**config.mk**
```make
export PLATFORM = sky130hd
export DESIGN_NAME = ps2_scancode_to_ascii_decoder
export DESIGN_NICKNAME = d
export VERILOG_FILES = /design/src/rtl/ps2dec_pkg.sv /design/src/rtl/ps2dec_core.sv /design/src/rtl/ps2_scancode_to_ascii_decoder.sv
export SDC_FILE = /design/constraint.sdc
export NUM_CORES = 1
export LEC_CHECK = 0
export ABC_CLOCK_PERIOD_IN_PS = 3000
export BUFFER_PORTS_ARGS = -buffer_cell sky130_fd_sc_hd__buf_2
export CAP_MARGIN = 20
export CORE_ASPECT_RATIO = 1.4
export CORE_MARGIN = 1.5
export CORE_UTILIZATION = 55
export DETAILED_ROUTE_END_ITERATION = 12
export GPL_ROUTABILITY_DRIVEN = 1
export PLACE_DENSITY = 0.83
export SLEW_MARGIN = 20
export SYNTH_ARGS = -nofsm -noshare
export SYNTH_HDL_FRONTEND = slang
export SYNTH_SLANG_ARGS = --single-unit
```
**constraint.sdc**
```tcl
create_clock -name clk -period 3 [get_ports clk]
set_input_delay 0.45 -clock clk [delete_from_list [all_inputs] [get_ports clk]]
set_output_delay 0.45 -clock clk [all_outputs]
set_load 0.01 [all_outputs]
```
**src/rtl/ps2dec_pkg.sv**
```systemverilog
// Shared types, constants and lookup functions for the set-1 scan code decoder.
// No dependencies; imported by ps2dec_core and ps2_scancode_to_ascii_decoder.
package ps2dec_pkg;

  // Number of terminals that can be targeted by a switch request.
  localparam int TerminalCount = 3;

  localparam logic [6:0] CodeTop    = 7'h3D;
  localparam logic [6:0] TableLen   = 7'h3B;
  localparam logic [6:0] CodeEsc    = 7'h01;
  localparam logic [6:0] CodeTab    = 7'h0F;
  localparam logic [6:0] CodeKpStar = 7'h37;
  localparam logic [6:0] CodeLCtrl  = 7'h1D;
  localparam logic [6:0] CodeLShift = 7'h2A;
  localparam logic [6:0] CodeRShift = 7'h36;
  localparam logic [6:0] CodeLAlt   = 7'h38;
  localparam logic [6:0] CodeCaps   = 7'h3A;
  localparam logic [6:0] CodeLKey   = 7'h26;
  localparam logic [6:0] CodeF1     = 7'h3B;
  localparam logic [6:0] CodeDigit1 = 7'h02;

  typedef enum logic [1:0] {
    ACT_NONE   = 2'd0,
    ACT_CHAR   = 2'd1,
    ACT_CLEAR  = 2'd2,
    ACT_SWITCH = 2'd3
  } action_t;

  typedef struct packed {
    logic [1:0] terminal_index;
    logic [6:0] char_code;
    action_t    action;
  } result_t;

  // Letter keys are the three alphabetic rows of the main block.
  function automatic logic is_letter(input logic [6:0] key);
    is_letter = (key >= 7'h10 && key <= 7'h19) || (key >= 7'h1E && key <= 7'h26) ||
                (key >= 7'h2C && key <= 7'h32);
  endfunction

  // ASCII lookup; returns the shifted character when sel is set.
  function automatic logic [6:0] key_char(input logic [6:0] key, input logic sel);
    logic [13:0] pair;  // {shifted, unshifted}
    unique case (key)
      7'h02:   pair = {7'h21, 7'h31};
      7'h03:   pair = {7'h40, 7'h32};
      7'h04:   pair = {7'h23, 7'h33};
      7'h05:   pair = {7'h24, 7'h34};
      7'h06:   pair = {7'h25, 7'h35};
      7'h07:   pair = {7'h5E, 7'h36};
      7'h08:   pair = {7'h26, 7'h37};
      7'h09:   pair = {7'h2A, 7'h38};
      7'h0A:   pair = {7'h28, 7'h39};
      7'h0B:   pair = {7'h29, 7'h30};
      7'h0C:   pair = {7'h5F, 7'h2D};
      7'h0D:   pair = {7'h2B, 7'h3D};
      7'h0E:   pair = {7'h08, 7'h08};
      7'h10:   pair = {7'h51, 7'h71};
      7'h11:   pair = {7'h57, 7'h77};
      7'h12:   pair = {7'h45, 7'h65};
      7'h13:   pair = {7'h52, 7'h72};
      7'h14:   pair = {7'h54, 7'h74};
      7'h15:   pair = {7'h59, 7'h79};
      7'h16:   pair = {7'h55, 7'h75};
      7'h17:   pair = {7'h49, 7'h69};
      7'h18:   pair = {7'h4F, 7'h6F};
      7'h19:   pair = {7'h50, 7'h70};
      7'h1A:   pair = {7'h7B, 7'h5B};
      7'h1B:   pair = {7'h7D, 7'h5D};
      7'h1C:   pair = {7'h0A, 7'h0A};
      7'h1E:   pair = {7'h41, 7'h61};
      7'h1F:   pair = {7'h53, 7'h73};
      7'h20:   pair = {7'h44, 7'h64};
      7'h21:   pair = {7'h46, 7'h66};
      7'h22:   pair = {7'h47, 7'h67};
      7'h23:   pair = {7'h48, 7'h68};
      7'h24:   pair = {7'h4A, 7'h6A};
      7'h25:   pair = {7'h4B, 7'h6B};
      7'h26:   pair = {7'h4C, 7'h6C};
      7'h27:   pair = {7'h3A, 7'h3B};
      7'h28:   pair = {7'h22, 7'h27};
      7'h29:   pair = {7'h7E, 7'h60};
      7'h2B:   pair = {7'h7C, 7'h5C};
      7'h2C:   pair = {7'h5A, 7'h7A};
      7'h2D:   pair = {7'h58, 7'h78};
      7'h2E:   pair = {7'h43, 7'h63};
      7'h2F:   pair = {7'h56, 7'h76};
      7'h30:   pair = {7'h42, 7'h62};
      7'h31:   pair = {7'h4E, 7'h6E};
      7'h32:   pair = {7'h4D, 7'h6D};
      7'h33:   pair = {7'h3C, 7'h2C};
      7'h34:   pair = {7'h3E, 7'h2E};
      7'h35:   pair = {7'h3F, 7'h2F};
      7'h39:   pair = {7'h20, 7'h20};
      default: pair = 14'h0;
    endcase
    key_char = sel ? pair[13:7] : pair[6:0];
  endfunction

endpackage

```
**src/rtl/ps2dec_core.sv**
```systemverilog
// Modifier state, test mode register and the per-beat decode of one scan code.
// Depends on ps2dec_pkg.
module ps2dec_core
  import ps2dec_pkg::*;
(
  input  logic       clk,
  input  logic       rst_n,
  input  logic       cfg_wr_en,
  input  logic       cfg_wr_data,
  input  logic       step,       // the code below is consumed this cycle
  input  logic [7:0] code,
  output result_t    result
);

  logic test_mode_r;
  logic shift_r, shift_nxt;
  logic ctrl_r, ctrl_nxt;
  logic alt_r, alt_nxt;
  logic caps_r, caps_nxt;

  logic [6:0] key;
  logic       rel;
  logic [6:0] term;
  logic       want_switch;
  logic       sel;

  assign key = code[6:0];
  assign rel = code[7];

  always_comb begin
    shift_nxt   = shift_r;
    ctrl_nxt    = ctrl_r;
    alt_nxt     = alt_r;
    caps_nxt    = caps_r;
    result      = '{terminal_index: 2'd0, char_code: 7'd0, action: ACT_NONE};
    term        = 7'd0;
    want_switch = 1'b0;
    sel         = shift_r ^ (is_letter(key) & caps_r);

    if (key > CodeTop || key == CodeEsc || key == CodeTab || key == CodeKpStar) begin
      result.action = ACT_NONE;
    end else if (key == CodeLCtrl) begin
      ctrl_nxt = !rel;
    end else if (key == CodeLShift || key == CodeRShift) begin
      shift_nxt = !rel;
    end else if (key == CodeLAlt) begin
      alt_nxt = !rel;
    end else if (key == CodeCaps) begin
      if (!rel) begin
        caps_nxt = !caps_r;
      end
    end else if (rel) begin
      result.action = ACT_NONE;
    end else if (ctrl_r && key == CodeLKey) begin
      result.action = ACT_CLEAR;
    end else if (alt_r && key >= CodeF1 && key <= CodeF1 + 7'd2) begin
      want_switch = 1'b1;
      term        = key - CodeF1;
    end else if (alt_r && test_mode_r && key >= CodeDigit1 && key <= CodeDigit1 + 7'd2) begin
      want_switch = 1'b1;
      term        = key - CodeDigit1;
    end else if (key == 7'd0 || key >= TableLen) begin
      result.action = ACT_NONE;
    end else begin
      result.action    = ACT_CHAR;
      result.char_code = key_char(key, sel);
    end

    // A switch to a terminal that does not exist is dropped silently.
    if (want_switch && (32'(term) < TerminalCount)) begin
      result.action         = ACT_SWITCH;
      result.terminal_index = term[1:0];
    end
  end

  always_ff @(posedge clk) begin
    if (!rst_n) begin
      test_mode_r <= 1'b1;
      shift_r     <= 1'b0;
      ctrl_r      <= 1'b0;
      alt_r       <= 1'b0;
      caps_r      <= 1'b0;
    end else begin
      if (cfg_wr_en) begin
        test_mode_r <= cfg_wr_data;
      end
      if (step) begin
        shift_r <= shift_nxt;
        ctrl_r  <= ctrl_nxt;
        alt_r   <= alt_nxt;
        caps_r  <= caps_nxt;
      end
    end
  end

endmodule

```
**src/rtl/ps2_scancode_to_ascii_decoder.sv**
```systemverilog
// Top level of the set-1 scan code to ASCII decoder: input register, result register.
// Depends on ps2dec_pkg and ps2dec_core.
//
//  Channel  | Direction | Payload
//  ---------+-----------+------------------------------------------------------
//  in_      | slave     | tdata[7:0] scan_code
//  out_     | master    | tdata[1:0] action, [8:2] char_code, [10:9] terminal_index
//  cfg_     | write     | wr_data: test_mode_enable
//
// One beat is accepted per cycle while in_tready is high. A result passes through
// the input register and then the result register before it appears on out_.
// The decode of one code is a single pass through the modifier logic and the
// ASCII table between those two registers. When out_tready is low the result
// register holds and the input register fills; in_tready drops only when both
// are full. Reset (rst_n low, synchronous) empties both registers, clears the
// modifier state and sets test mode on.
module ps2_scancode_to_ascii_decoder
  import ps2dec_pkg::*;
(
  input  logic        clk,
  input  logic        rst_n,
  input  logic        cfg_wr_en,
  input  logic        cfg_wr_data,    // test_mode_enable
  input  logic        in_tvalid,
  output logic        in_tready,
  input  logic [7:0]  in_tdata,       // [7:0] scan_code
  output logic        out_tvalid,
  input  logic        out_tready,
  output logic [15:0] out_tdata       // [1:0] action, [8:2] char_code, [10:9] terminal_index
);

  // Input register stage.
  logic       in_vld_r;
  logic [7:0] in_code_r;

  // Result register stage.
  logic       out_vld_r;
  result_t    out_res_r;
  result_t    dec_res;

  logic       adv;      // input register moves into the result register
  logic       in_take;

  // The result register can load when it is empty or is being drained this cycle.
  assign adv     = in_vld_r && (!out_vld_r || out_tready);
  assign in_tready = !in_vld_r || adv;
  assign in_take = in_tvalid && in_tready;

  // Modifier state advances exactly when a beat passes into the result register,
  // so state updates happen in arrival order.
  ps2dec_core u_core (
    .clk         (clk),
    .rst_n       (rst_n),
    .cfg_wr_en   (cfg_wr_en),
    .cfg_wr_data (cfg_wr_data),
    .step        (adv),
    .code        (in_code_r),
    .result      (dec_res)
  );

  always_ff @(posedge clk) begin
    if (!rst_n) begin
      in_vld_r  <= 1'b0;
      out_vld_r <= 1'b0;
    end else begin
      if (in_take) begin
        in_vld_r <= 1'b1;
      end else if (adv) begin
        in_vld_r <= 1'b0;
      end
      if (adv) begin
        out_vld_r <= 1'b1;
      end else if (out_tready) begin
        out_vld_r <= 1'b0;
      end
    end
  end

  // Payload registers carry no reset.
  always_ff @(posedge clk) begin
    if (in_take) begin
      in_code_r <= in_tdata;
    end
    if (adv) begin
      out_res_r <= dec_res;
    end
  end

  assign out_tvalid = out_vld_r;
  assign out_tdata  = {5'd0, out_res_r.terminal_index, out_res_r.char_code,
                       out_res_r.action};

  // A character code is only ever carried by a character result.
  a_char_only_with_char: assert property (@(posedge clk) disable iff (!rst_n)
    (out_vld_r && out_res_r.action != ACT_CHAR) |-> (out_res_r.char_code == 7'd0))
    else $error("char_code set on a non-character result");

  // Terminal index is zero unless a switch, and a switch never targets a missing terminal.
  a_term_only_with_switch: assert property (@(posedge clk) disable iff (!rst_n)
    out_vld_r |-> ((out_res_r.action == ACT_SWITCH) ?
                   (32'(out_res_r.terminal_index) < TerminalCount) :
                   (out_res_r.terminal_index == 2'd0)))
    else $error("terminal_index inconsistent with action");

  // A stalled result is never overwritten by the decode stage.
  a_no_overwrite: assert property (@(posedge clk) disable iff (!rst_n)
    (out_vld_r && !out_tready) |-> !adv)
    else $error("result register overwritten while stalled");

  // A beat waiting in the input register holds off the input only when the output stalls.
  a_ready_blocked: assert property (@(posedge clk) disable iff (!rst_n)
    !in_tready |-> (in_vld_r && out_vld_r && !out_tready))
    else $error("input stalled without back-pressure");

endmodule
```
After elaboration in Yosys (flattened, before gate mapping). Memory sizes are Yosys's and may differ from the RTL's. A register that Yosys moved wholly into a read port is not among the register bits. Cells that the tools add are included. W data, S select, Z words.

Register bits after elaboration: 26. Bits in read-only memories: 896. Bits of input ports: 14. Output and inout bits: 18. Logic and storage cells: 111. Memories: 1.

Memories: (name not given) (words 64, bits a word 14, read ports 1, clocked after memory_dff 1, write ports 0, RTL line ps2dec_pkg.sv:44) `unique case (key)`.

Add/sub/neg operators: 2. Order comparisons: 12. Equal/unequal tests: 9. Mux-type cells: 36. Bitwise operators: 7. Reductions and logical operators: 33.

Operators by type and width (count): $mux W7 (11); $eq A7 B6 Y1 const B (6); $le A7 B6 Y1 const B (3); $mux W9 (2); $ge A7 B5 Y1 const B (2); $ge A7 B6 Y1 const B (2); $mux W1 (14); $mux W14 (1); $mux W2 (7); $logic_and A1 B1 Y1 (12); $reduce_or A10 Y1 (1); $logic_or A1 B1 Y1 (9); $eq A7 B1 Y1 const B (1); $eq A7 B4 Y1 const B (1); $eq A7 B5 Y1 const B (1); $ge A7 B2 Y1 const B (1); $gt A7 B6 Y1 const B (1); $le A7 B3 Y1 const B (1); $le A7 B5 Y1 const B (1); $logic_not A7 Y1 (1); $lt A7 B2 Y1 const B (1); $reduce_and A7 Y1 (1); $sub A7 B2 Y7 const B (1); $sub A7 B6 Y7 const B (1); other kinds (9) (17).

Logic depth before layout (Yosys ltp). Gate-level depths: netlist of run 1.

Depth in word-level cells: 17. Mapped depth: 13. Gate-level depth less buffers: 11.

Cells and area by module. Synthesis of run 1 repeated with hierarchy kept, for this count alone.

Cells, all modules: 328. Area total of the unflattened synthesis: 2665.1 sq um.

Modules (own cells, without submodules): ps2dec_core (times used 1, cells an instance 294, area an instance 1949.4 sq um, sequential area each 100.1 sq um); ps2_scancode_to_ascii_decoder (times used 1, cells an instance 34, area an instance 715.7 sq um, sequential area each 610.6 sq um).

Worst setup path before layout of run 1. No wires, ideal clock.

Path kind: input-to-reg. Start point: input out_tready. End point: register with a tool-made name. Data arrival time: 2.349 ns. Data required time: 2.880 ns. Slack: 0.532 ns. Stages on the path: 12. Path through: and3b_1 > buf_6 > inv_6 > nand2_4 > inv_4 > o22ai_4 > inv_2 > ha_1 > clkbuf_1 > nor3_1 > nor4b_1 > o31a_1.

RTL lines: start: declaration (RTL line ps2_scancode_to_ascii_decoder.sv:28) `input logic out_tready,`.

Worst setup path after layout of run 1.
Start point: register in_code_r[1]. End point: register out_res_r, in the netlist out_tdata[1] (data pin).

Word-level cells in the longest chain between the ends: 14.

RTL lines: start: declaration (RTL line ps2_scancode_to_ascii_decoder.sv:34) `logic [7:0] in_code_r;`; start signal: assignment (RTL line ps2_scancode_to_ascii_decoder.sv:82) `in_code_r <= in_tdata;`; $ge A7 B2 Y1 (RTL line ps2dec_core.sv:59) `end else if (alt_r && test_mode_r && key >= CodeDigit1 && key <= CodeDigit1 + 7'd2) begin`; $logic_and A1 B1 Y1 (2 in a row) (RTL line ps2dec_core.sv:59); $mux W7 (RTL line ps2dec_core.sv:59); $mux W7 (RTL line ps2dec_core.sv:56) `end else if (alt_r && key >= CodeF1 && key <= CodeF1 + 7'd2) begin`; $mux W7 (RTL line ps2dec_core.sv:54) `end else if (ctrl_r && key == CodeLKey) begin`; $mux W7 (RTL line ps2dec_core.sv:52) `end else if (rel) begin`; $mux W7 (RTL line ps2dec_core.sv:48) `end else if (key == CodeCaps) begin`; $mux W7 (RTL line ps2dec_core.sv:46) `end else if (key == CodeLAlt) begin`; $mux W7 (RTL line ps2dec_core.sv:44) `end else if (key == CodeLShift || key == CodeRShift) begin`; $mux W7 (RTL line ps2dec_core.sv:42) `end else if (key == CodeLCtrl) begin`; $mux W7 (RTL line ps2dec_core.sv:40) `if (key > CodeTop || key == CodeEsc || key == CodeTab || key == CodeKpStar) begin`; $lt A7 B2 Y1 (RTL line ps2dec_core.sv:70) `if (want_switch && (32'(term) < TerminalCount)) begin`; $logic_and A1 B1 Y1 (RTL line ps2dec_core.sv:70); end signal: assignment (RTL line ps2_scancode_to_ascii_decoder.sv:85) `out_res_r <= dec_res;`; end: declaration (RTL line ps2_scancode_to_ascii_decoder.sv:38) `result_t out_res_r;`.

Several ways; a longest one is shown, not always the timed one. A chain may end at the register's enable or synchronous reset.

==> results of run 1 <==
==> metrics by stage <==
step / instance area (um2) / worst slack [ps]
after global routing: 3720 / 5.11
after detailed placement: 3600 / 298
final: 3720 / 244
after global placement: 3600 / 365
after floorplan: 3450 / 532
after CTS: 3710 / 277
==> cell families after synthesis <==
group | after synthesis | synth area share [%]
AO/OA/AOI/OAI | 137 | 28.7
XOR/XNOR | 6 | 1.53
adder cells (fa/ha/maj) | 20 | 7.29
buffers and inverters | 50 | 7.72
flip-flops | 40 | 28.9
multiplexers | 8 | 2.59
other | 1 | 0.109
AND/OR/NAND/NOR | 155 | 23.2
==> layout make-up <==
class | instances | area (um2) | share of cell area, %
multi-input combinational | 331 | 2200 | 59.1
sequential | 40 | 991 | 26.7
timing repair buffer | 41 | 243 | 6.53
tap | 70 | 87.6 | 2.36
inverter | 20 | 82.6 | 2.22
clock buffer | 5 | 68.8 | 1.85
clock inverter | 3 | 46.3 | 1.25
==> cell usage after synthesis, types with 7 or more instances <==
cell      count
a211oi_1     10
inv_1        15
buf_4         8
o211ai_1      8
ha_1         20
clkbuf_1      7
o21ai_0      20
a21oi_1      36
nand2_1      44
nor3_1       10
a31oi_1       8
buf_2        11
edfxtp_1     19
nand3_1      23
dfxtp_1      21
nand2b_1      9
nor2_1       24
nor2b_1       8
==> metal layers <==
layer,part of all wire (%),vias up,global-route usage [%]
met3,8.6,61,3.73
met2,48,212,50.5
met4,6.3,0,19.6
met1,37,1575,34.7
met5,0,-,0
li1,-,1604,-
==> worst paths after layout <==
path              cells after the start       endpoint     startpoint  slack [ps]
setup / recovery                      7   out_tdata[1]   in_code_r[1]         240
hold reg to reg                       2  u_core.caps_r  u_core.caps_r         470
setup reg to reg                      7   out_tdata[1]   in_code_r[1]         240
hold / removal                        1   in_code_r[7]    in_tdata[7]         320
==> what timing repair did <==
action                     CTS  global route
resized for setup            0             1
setup endpoints to repair    0             3
hold buffers                 0             0
==> worst register-to-register path: cells and delay by family, from the launching register on <==
| family | cells | cell delay [ps] |
|---|---|---|
| fa+ha+maj | 1 | 370 |
| buf+inv | 1 | 300 |
| compound gates | 4 | 880 |
| simple gates | 1 | 610 |
| flops | 1 | 380 |
==> report_power, final <==
part / total, mW / leakage (nW) / switching, mW / internal (mW)
Sequential: 0.652 / 0.355 / 0.0272 / 0.625
Clock: 0.451 / 0.0548 / 0.200 / 0.251
Combinational: 0.440 / 1.08 / 0.276 / 0.164
Total: 1.54 / 1.49 / 0.503 / 1.04
==> flow_summary.json, run 1 <==
{
  "syn2layout_area_growth_pct": 8.23,
  "num_rows": 33,
  "maxCapViolCount": 0,
  "ys_seq_area_share_pct": 28.9,
  "avgSynthCellArea_um2": 8.24,
  "route.detailed.drc": 0,
  "synth_edf_count": 19,
  "period_needed_ps": 2760,
  "antenna_found_initial": 0,
  "layout_commonest_cell": "nand2_1",
  "worstSetupPathType": "flop to flop",
  "gp_congestion": 1.06,
  "die_x_um": 69.8,
  "antenna_cells": 0,
  "drt_iter0_drc": 479,
  "cts_tree": "done",
  "p_total_mw": 1.54,
  "clkSlewWorstSetupHoldPaths_ps": 90,
  "p_per_area_nw_per_um2": 415,
  "required_ps": 3090,
  "vias": 3452,
  "cts.sinks": 40,
  "syn_inst": 417,
  "finalSetupViolCount": 0,
  "path_cells": "inv_1 > ha_1 > a21oi_1 > or4b_1 > a2111oi_0 > o21ai_1 > o41ai_1",
  "rsz0062_at_grt": "false",
  "insertion_delay_ps": 290,
  "ios": 32,
  "htree_levels": 2,
  "dieArea_um2": 6730,
  "clock_path_buffers": 2,
  "netlist.area_leader.share_pct": 16.6,
  "grt_usage_pct": 29.4,
  "yosysWarnings": 0,
  "cp-start-kind": "flop",
  "core_um2": 5950,
  "drt_wl_total_mm": 9.59,
  "skew_ps": 8.14,
  "worstMarginPinSlew_ps": 792,
  "grt_pass1_vias": 3166,
  "worstPathMaxFanout": 8,
  "crit_path_max_incr_delay_ps": 610,
  "final_net_count": 473,
  "grt_max_degree": 24,
  "grt_first_pass_wirelength_mm": 15.9,
  "synth_area_um2": 3430,
  "yosysTopAreaCell": "edfxtp_1",
  "place_inst": 502,
  "cp.arrival_ps": 2840,
  "setup_tns_ps": 0,
  "grt_overflow": 0,
  "synth_area_leaders": "edfxtp_1 17%, dfxtp_1 12%, ha_1 7.3%, a21oi_1 5.2%, nand2_1 4.8%",
  "cp-end-kind": "flop",
  "mostFrequentLayoutCells": "44 x nand2_1, 36 x a21oi_1, 26 x buf_2, 24 x nor2_1, 22 x nand3_1",
  "die_y_um": 96.5,
  "drt_pre_antenna_iters": 5,
  "drive_gt1_share_pct": 15.2,
  "hold_path.class": "input port to flop",
  "synthFlopType": "dfxtp_1",
  "post_cts_buffers": 0,
  "post_drt_wl_per_cell_um": 18.8,
  "ys_ff_latch": 40,
  "slew_violations": 0,
  "synthDistinctLibCells": 75,
  "n_fill_cell": 540,
  "crit_slowest_cell": "or4b_1",
  "path_buf_inv": 1,
  "hold_ws_ps": 324,
  "synth-async-reset-ratio_pct": 0,
  "final_cells": 510,
  "hpwlAfterDp_mm": 7.22,
  "viasPerCell": 6.77,
  "cts_root_buf": "clkbuf_8",
  "maxSlewHeadroom_pct": 47.0,
  "ant_nets": 0,
  "cts_buffers": 5,
  "fmax_mhz": 363,
  "status": "finished clean",
  "hold_viol_final": 0,
  "portBuffers": 26,
  "initial_core_util_pct": 57.8,
  "power_leakage_nw": 1.49,
  "utilization_pct": 62.5,
  "peakVddDrop_mv": 0.211,
  "critPathTopFamily": "compound AO/OA/AOI/OAI gates",
  "fin_crit_sh_pct": 91.9
}
No activity file was read; power rests on OpenSTA's default activity.
==> inputs of run 2 (changes only) <==
--- a/config.mk
+++ b/config.mk
@@ -13,7 +13,7 @@
 export CORE_UTILIZATION = 55
 export DETAILED_ROUTE_END_ITERATION = 12
 export GPL_ROUTABILITY_DRIVEN = 1
-export PLACE_DENSITY = 0.83
+export PLACE_DENSITY_LB_ADDON = 0.2
 export SLEW_MARGIN = 20
 export SYNTH_ARGS = -nofsm -noshare
 export SYNTH_HDL_FRONTEND = slang
==> flow_summary.json, run 2 (synthesis results as in run 1) <==
{
  "path_cells": "buf_4 > ha_1 > a21oi_1 > a21oi_1 > or4b_1 > a2111oi_0 > o21ai_1 > o41ai_1",
  "clock_path_buffers": 2,
  "p_seq_share_pct": 41.5,
  "cts_root_buf": "clkbuf_8",
  "cts_buffers": 5,
  "clkSlewWorstSetupHoldPaths_ps": 90,
  "antenna_cells": 0,
  "dieArea_um2": 6730,
  "die_x_um": 69.8,
  "cts_tree": "done",
  "drive_gt1_share_pct": 16.3,
  "drt_pre_antenna_iters": 9,
  "worstMarginPinSlew_ps": 777,
  "skew_ps": 7.16,
  "cts_hold_buf": 0,
  "hold_viol_final": 0,
  "drt_wl_total_mm": 10.1,
  "worstSetupPathType": "flop to flop",
  "grt_usage_pct": 31.1,
  "p_per_area_nw_per_um2": 415,
  "ctsResizeCount": 0,
  "finalSetupViolCount": 0,
  "initial_core_util_pct": 57.8,
  "utilization_pct": 63.3,
  "cts.sinks": 40,
  "pwr-share-clk_pct": 29.1,
  "viasPerCell": 6.70,
  "grt_max_degree": 24,
  "switching_power_uw": 516,
  "power_leakage_nw": 1.53,
  "core_um2": 5950,
  "hold_path.class": "input port to flop",
  "fmax_mhz": 370,
  "rsz0062_at_grt": "false",
  "insertion_delay_ps": 300,
  "p_total_mw": 1.56,
  "crit_path_frequent_cell": "a21oi_1",
  "layout_commonest_cell": "nand2_1",
  "drt_iter0_drc": 495,
  "gp_congestion": 1.01,
  "swShare_pct": 33.0,
  "post_cts_buffers": 0,
  "ios": 32,
  "period_needed_ps": 2700,
  "hold_ws_ps": 321,
  "p_int_mw": 1.05,
  "layout_setup_ws_ps": 296,
  "die_y_um": 96.5,
  "grt_pass1_vias": 3279,
  "path_buf_inv": 1,
  "hpwlAfterDp_mm": 7.57,
  "setup_tns_ps": 0,
  "peakVddDrop_mv": 0.231,
  "worstPathMaxFanout": 10,
  "crit_path_max_incr_delay_ps": 610,
  "antenna_found_initial": 0,
  "dpl_worst_slack_ps": 287,
  "num_rows": 33,
  "vias": 3463,
  "grt_overflow": 0,
  "final_net_count": 480,
  "ant_nets": 0,
  "critPathTopFamily": "compound AO/OA/AOI/OAI gates",
  "cp-start-kind": "flop",
  "slew_violations": 0,
  "maxSlewHeadroom_pct": 48.0,
  "cp.arrival_ps": 2790,
  "grt_first_pass_wirelength_mm": 16.5,
  "syn2layout_area_growth_pct": 9.65,
  "required_ps": 3080,
  "crit_slowest_cell": "or4b_1",
  "cp-end-kind": "flop",
  "status": "finished clean",
  "post_drt_wl_per_cell_um": 19.4,
  "route.detailed.drc": 0,
  "htree_levels": 2,
  "maxCapViolCount": 0,
  "mostFrequentLayoutCells": "44 x nand2_1, 36 x a21oi_1, 26 x buf_2, 24 x nor2_1, 23 x nand3_1",
  "portBuffers": 26,
  "combPwrFrac_pct": 29.3,
  "fin_crit_sh_pct": 90.1
}
[run 2: cell count changes in the layout (fill, tap and decap cells not counted)]
cell        previous run  this run
buf_4                 15        22
clkinv_4               0         2
clkinvlp_4             1         0
inv_6                  2         1
nand3_1               22        23
nand3_2                1         0
[run 2: cell type report]
| cell class | count | area (um2) |
|---|---|---|
| fillers | 541 | 2180 |
| clock buffers | 5 | 68.8 |
| well taps | 70 | 87.6 |
| inverters | 20 | 82.6 |
| multi-input cells | 331 | 2190 |
| repair buffers | 48 | 295 |
| flip-flops and latches | 40 | 991 |
| clock inverters | 3 | 47.5 |
[run 2: path summary, 6_finish.rpt]
check | start | end | slack [ps] | depth (start not counted)
setup / recovery | in_code_r[1] | out_tdata[1] | 300 | 8
hold / removal | in_tdata[7] | in_code_r[7] | 320 | 1
setup reg to reg | in_code_r[1] | out_tdata[1] | 300 | 8
hold reg to reg | u_core.caps_r | u_core.caps_r | 480 | 2
[run 2: metal layers]
layer  vias up  part of all wire [%]  track usage [%]
met4         0                   4.9             16.7
met5         -                     0                0
li1       1619                     -                -
met3        37                   7.5             3.94
met2       213                    50             54.4
met1      1594                    38             37.3
[run 2: power by group through the flow]
stage	sequential [mW]	combinational (mW)	clock, mW
CTS	0.650	0.445	0.461
global route	0.656	0.496	0.482
global placement	0.661	0.438	0
detailed placement	0.662	0.443	0
finish	0.650	0.459	0.456
floorplan	0.656	0.318	0
[run 2: per-stage QoR]
step | cell area (um2) | std cells
after floorplan | 3450 | 421
after global placement | 3650 | 509
after detailed placement | 3650 | 509
after CTS | 3770 | 517
after global routing | 3770 | 517
final | 3770 | 517
==> inputs of run 3 (changes only) <==
--- a/config.mk
+++ b/config.mk
@@ -5,7 +5,8 @@
 export SDC_FILE = /design/constraint.sdc
 export NUM_CORES = 1
 export LEC_CHECK = 0
-export ABC_CLOCK_PERIOD_IN_PS = 3000
+export ABC_AREA = 1
+export ABC_CLOCK_PERIOD_IN_PS = 3200
 export BUFFER_PORTS_ARGS = -buffer_cell sky130_fd_sc_hd__buf_2
 export CAP_MARGIN = 20
 export CORE_ASPECT_RATIO = 1.4
==> constraint.sdc (replaced) <==
create_clock -name clk -period 3.2 [get_ports clk]
set_input_delay 0.48 -clock clk [delete_from_list [all_inputs] [get_ports clk]]
set_output_delay 0.48 -clock clk [all_outputs]
set_load 0.01 [all_outputs]
==> flow_summary.json, run 3 <==
{
  "status": "finished clean",
  "yosysWarnings": 0,
  "insertion_delay_ps": 300,
  "ant_nets": 0,
  "yosysMostFrequentCell": "nand2_1",
  "layout_commonest_cell": "nand2_1",
  "final_cells": 600,
  "post_cts_buffers": 0,
  "cp-start-kind": "flop",
  "synth-async-reset-ratio_pct": 0,
  "final_net_count": 563,
  "portBuffers": 26,
  "drive_gt1_share_pct": 15.3,
  "worstPathMaxFanout": 14,
  "fin_crit_sh_pct": 73.3,
  "ctsResizeCount": 0,
  "reg2reg_slack_ps": 850,
  "grt_max_degree": 21,
  "reg2regPathDepth": 13,
  "critPathLaunch": "in_code_r[2]",
  "synthFlopType": "dfxtp_1",
  "drt_pre_antenna_iters": 6,
  "ys_ff_latch": 40,
  "clkSlewWorstSetupHoldPaths_ps": 90,
  "viasPerCell": 5.52,
  "hold_start": "in_tdata[6]",
  "dieArea_um2": 6610,
  "synth_area_um2": 3370,
  "gp_congestion": 0.960,
  "p_per_area_nw_per_um2": 395,
  "synthDistinctLibCells": 34,
  "syn_inst": 508,
  "cp.arrival_ps": 2400,
  "hold_ws_ps": 355,
  "power_leakage_nw": 1.74,
  "r2r_end": "out_tdata[3]",
  "required_ps": 3250,
  "antenna_found_initial": 0,
  "cts.sinks": 40,
  "grt_first_pass_wirelength_mm": 14.8,
  "hold_viol_final": 0,
  "synth_top_cells_by_count": "169 x nand2_1, 52 x inv_1, 52 x nor2_1",
  "worstMarginPinSlew_ps": 702,
  "worstSetupPathType": "flop to flop",
  "setup_tns_ps": 0,
  "r2r-start": "in_code_r[2]",
  "num_rows": 33,
  "grt_usage_pct": 28.4,
  "layout.area.seq_um2": 991,
  "yosysTopAreaCell": "nand2_1",
  "skew_ps": 9.88,
  "drt_iter0_drc": 198,
  "mostFrequentLayoutCells": "169 x nand2_1, 52 x inv_1, 52 x nor2_1, 47 x nand3_1, 26 x buf_2",
  "htree_levels": 2,
  "die_y_um": 95.6,
  "cts_hold_buf": 0,
  "route.detailed.drc": 0,
  "ys_seq_area_share_pct": 29.4,
  "peakVddDrop_mv": 0.196,
  "cts_root_buf": "clkbuf_8",
  "n_fill_cell": 589,
  "slew_violations": 0,
  "die_x_um": 69.2,
  "cts_buffers": 5,
  "grt_overflow": 0,
  "core_um2": 5900,
  "rsz0062_at_grt": "false",
  "drt_wl_total_mm": 8.86,
  "cp-endpoint": "out_tdata[3]",
  "finalSetupViolCount": 0,
  "hold_path.class": "input port to flop",
  "syn2layout_area_growth_pct": 6.16,
  "cp-end-kind": "flop",
  "vias": 3312,
  "multi_input_area_um2": 2020,
  "period_needed_ps": 2350,
  "hpwlAfterDp_mm": 6.77,
  "cts_tree": "done",
  "netlist.area_leader.share_pct": 18.8,
  "post_drt_wl_per_cell_um": 14.8,
  "maxCapViolCount": 0,
  "antenna_cells": 0,
  "ios": 32,
  "grt_pass1_vias": 3203,
  "avgSynthCellArea_um2": 6.64,
  "fmax_mhz": 426,
  "place_inst": 592,
  "synth_area_leaders": "nand2_1 19%, edfxtp_1 17%, dfxtp_1 12%, ha_1 7.4%, nand3_1 7.0%",
  "initial_core_util_pct": 57.1,
  "maxSlewHeadroom_pct": 53.2,
  "clock_path_buffers": 2,
  "synth_edf_count": 19
}
==> run 3: changes by cell type in the layout (fill, tap and decap cells not counted), moves of 13 or more <==
cell     delta
nor2_1     +28
nand2_1   +125
inv_1      +37
nand3_1    +24
a21oi_1    -13
buf_4      -20
==> run 3: worst min path at each step <==
stage,to,slack [ps],cells past startpoint
floorplan,u_core.test_mode_r,440,2
global placement,u_core.test_mode_r,470,2
detailed placement,u_core.test_mode_r,480,2
CTS,in_code_r[6],350,1
global route,in_code_r[6],350,1
finish,in_code_r[6],360,1
==> run 3: report_power, final <==
group / leakage [nW] / internal, mW / switching (mW) / total, mW
Combinational: 1.32 / 0.116 / 0.256 / 0.372
Sequential: 0.360 / 0.585 / 0.0291 / 0.615
Clock: 0.0548 / 0.235 / 0.192 / 0.427
==> run 3: layer usage <==
| layer | part of all wire [%] | wire (um) | global-route usage [%] | vias to the layer above |
|---|---|---|---|---|
| met2 | 52 | 4600 | 51.8 | 117 |
| li1 | - | - | - | 1663 |
| met3 | 4.3 | 384 | 4.02 | 47 |
| met5 | 0 | 0 | 0 | - |
| met1 | 38 | 3350 | 30.0 | 1485 |
| met4 | 6.0 | 530 | 20.1 | 0 |
==> run 3: area by class of cell <==
type,count,share of cell area (%)
Sequential cell,40,27.7
Clock buffer,5,1.92
Tap cell,70,2.45
Timing Repair Buffer,28,4.06
Inverter,59,6.26
Multi-Input combinational cell,395,56.3
Clock inverter,3,1.29
==> run 3: cells by family (layout without fill, tap and decap cells) <==
family / count (synthesis) / in the layout / share of synthesized area [%]
simple gates: 308 / 308 / 40.2
buf+inv: 77 / 95 / 11.2
compound gates: 60 / 60 / 11.1
flops: 40 / 40 / 29.4
fa+ha+maj: 20 / 20 / 7.42
xor+xnor: 2 / 2 / 0.520
other cells: 1 / 5 / 0.111
==> run 3: through the flow <==
stage	setup slack, ps	cell area [um2]	utilization [%]	power, mW
after floorplan	1080	3390	-	0.905
after global placement	719	3460	58.7	0.990
after detailed placement	701	3460	58.7	0.991
after CTS	853	3580	60.6	1.42
after global routing	647	3580	60.6	1.50
final	853	3580	60.6	1.41
==> run 3: critical path, stage by stage, from the launching register on <==
cell      delay [ps]
edfxtp_1         590
inv_2            250
ha_1             240
inv_1             50
nor2_1           130
o21ai_0           90
nand2_1           80
nand2_1           50
nand2_1          110
nand3_1          100
nand2_2          220
nand2_1           90
nand2_1           60
nor2_1            30
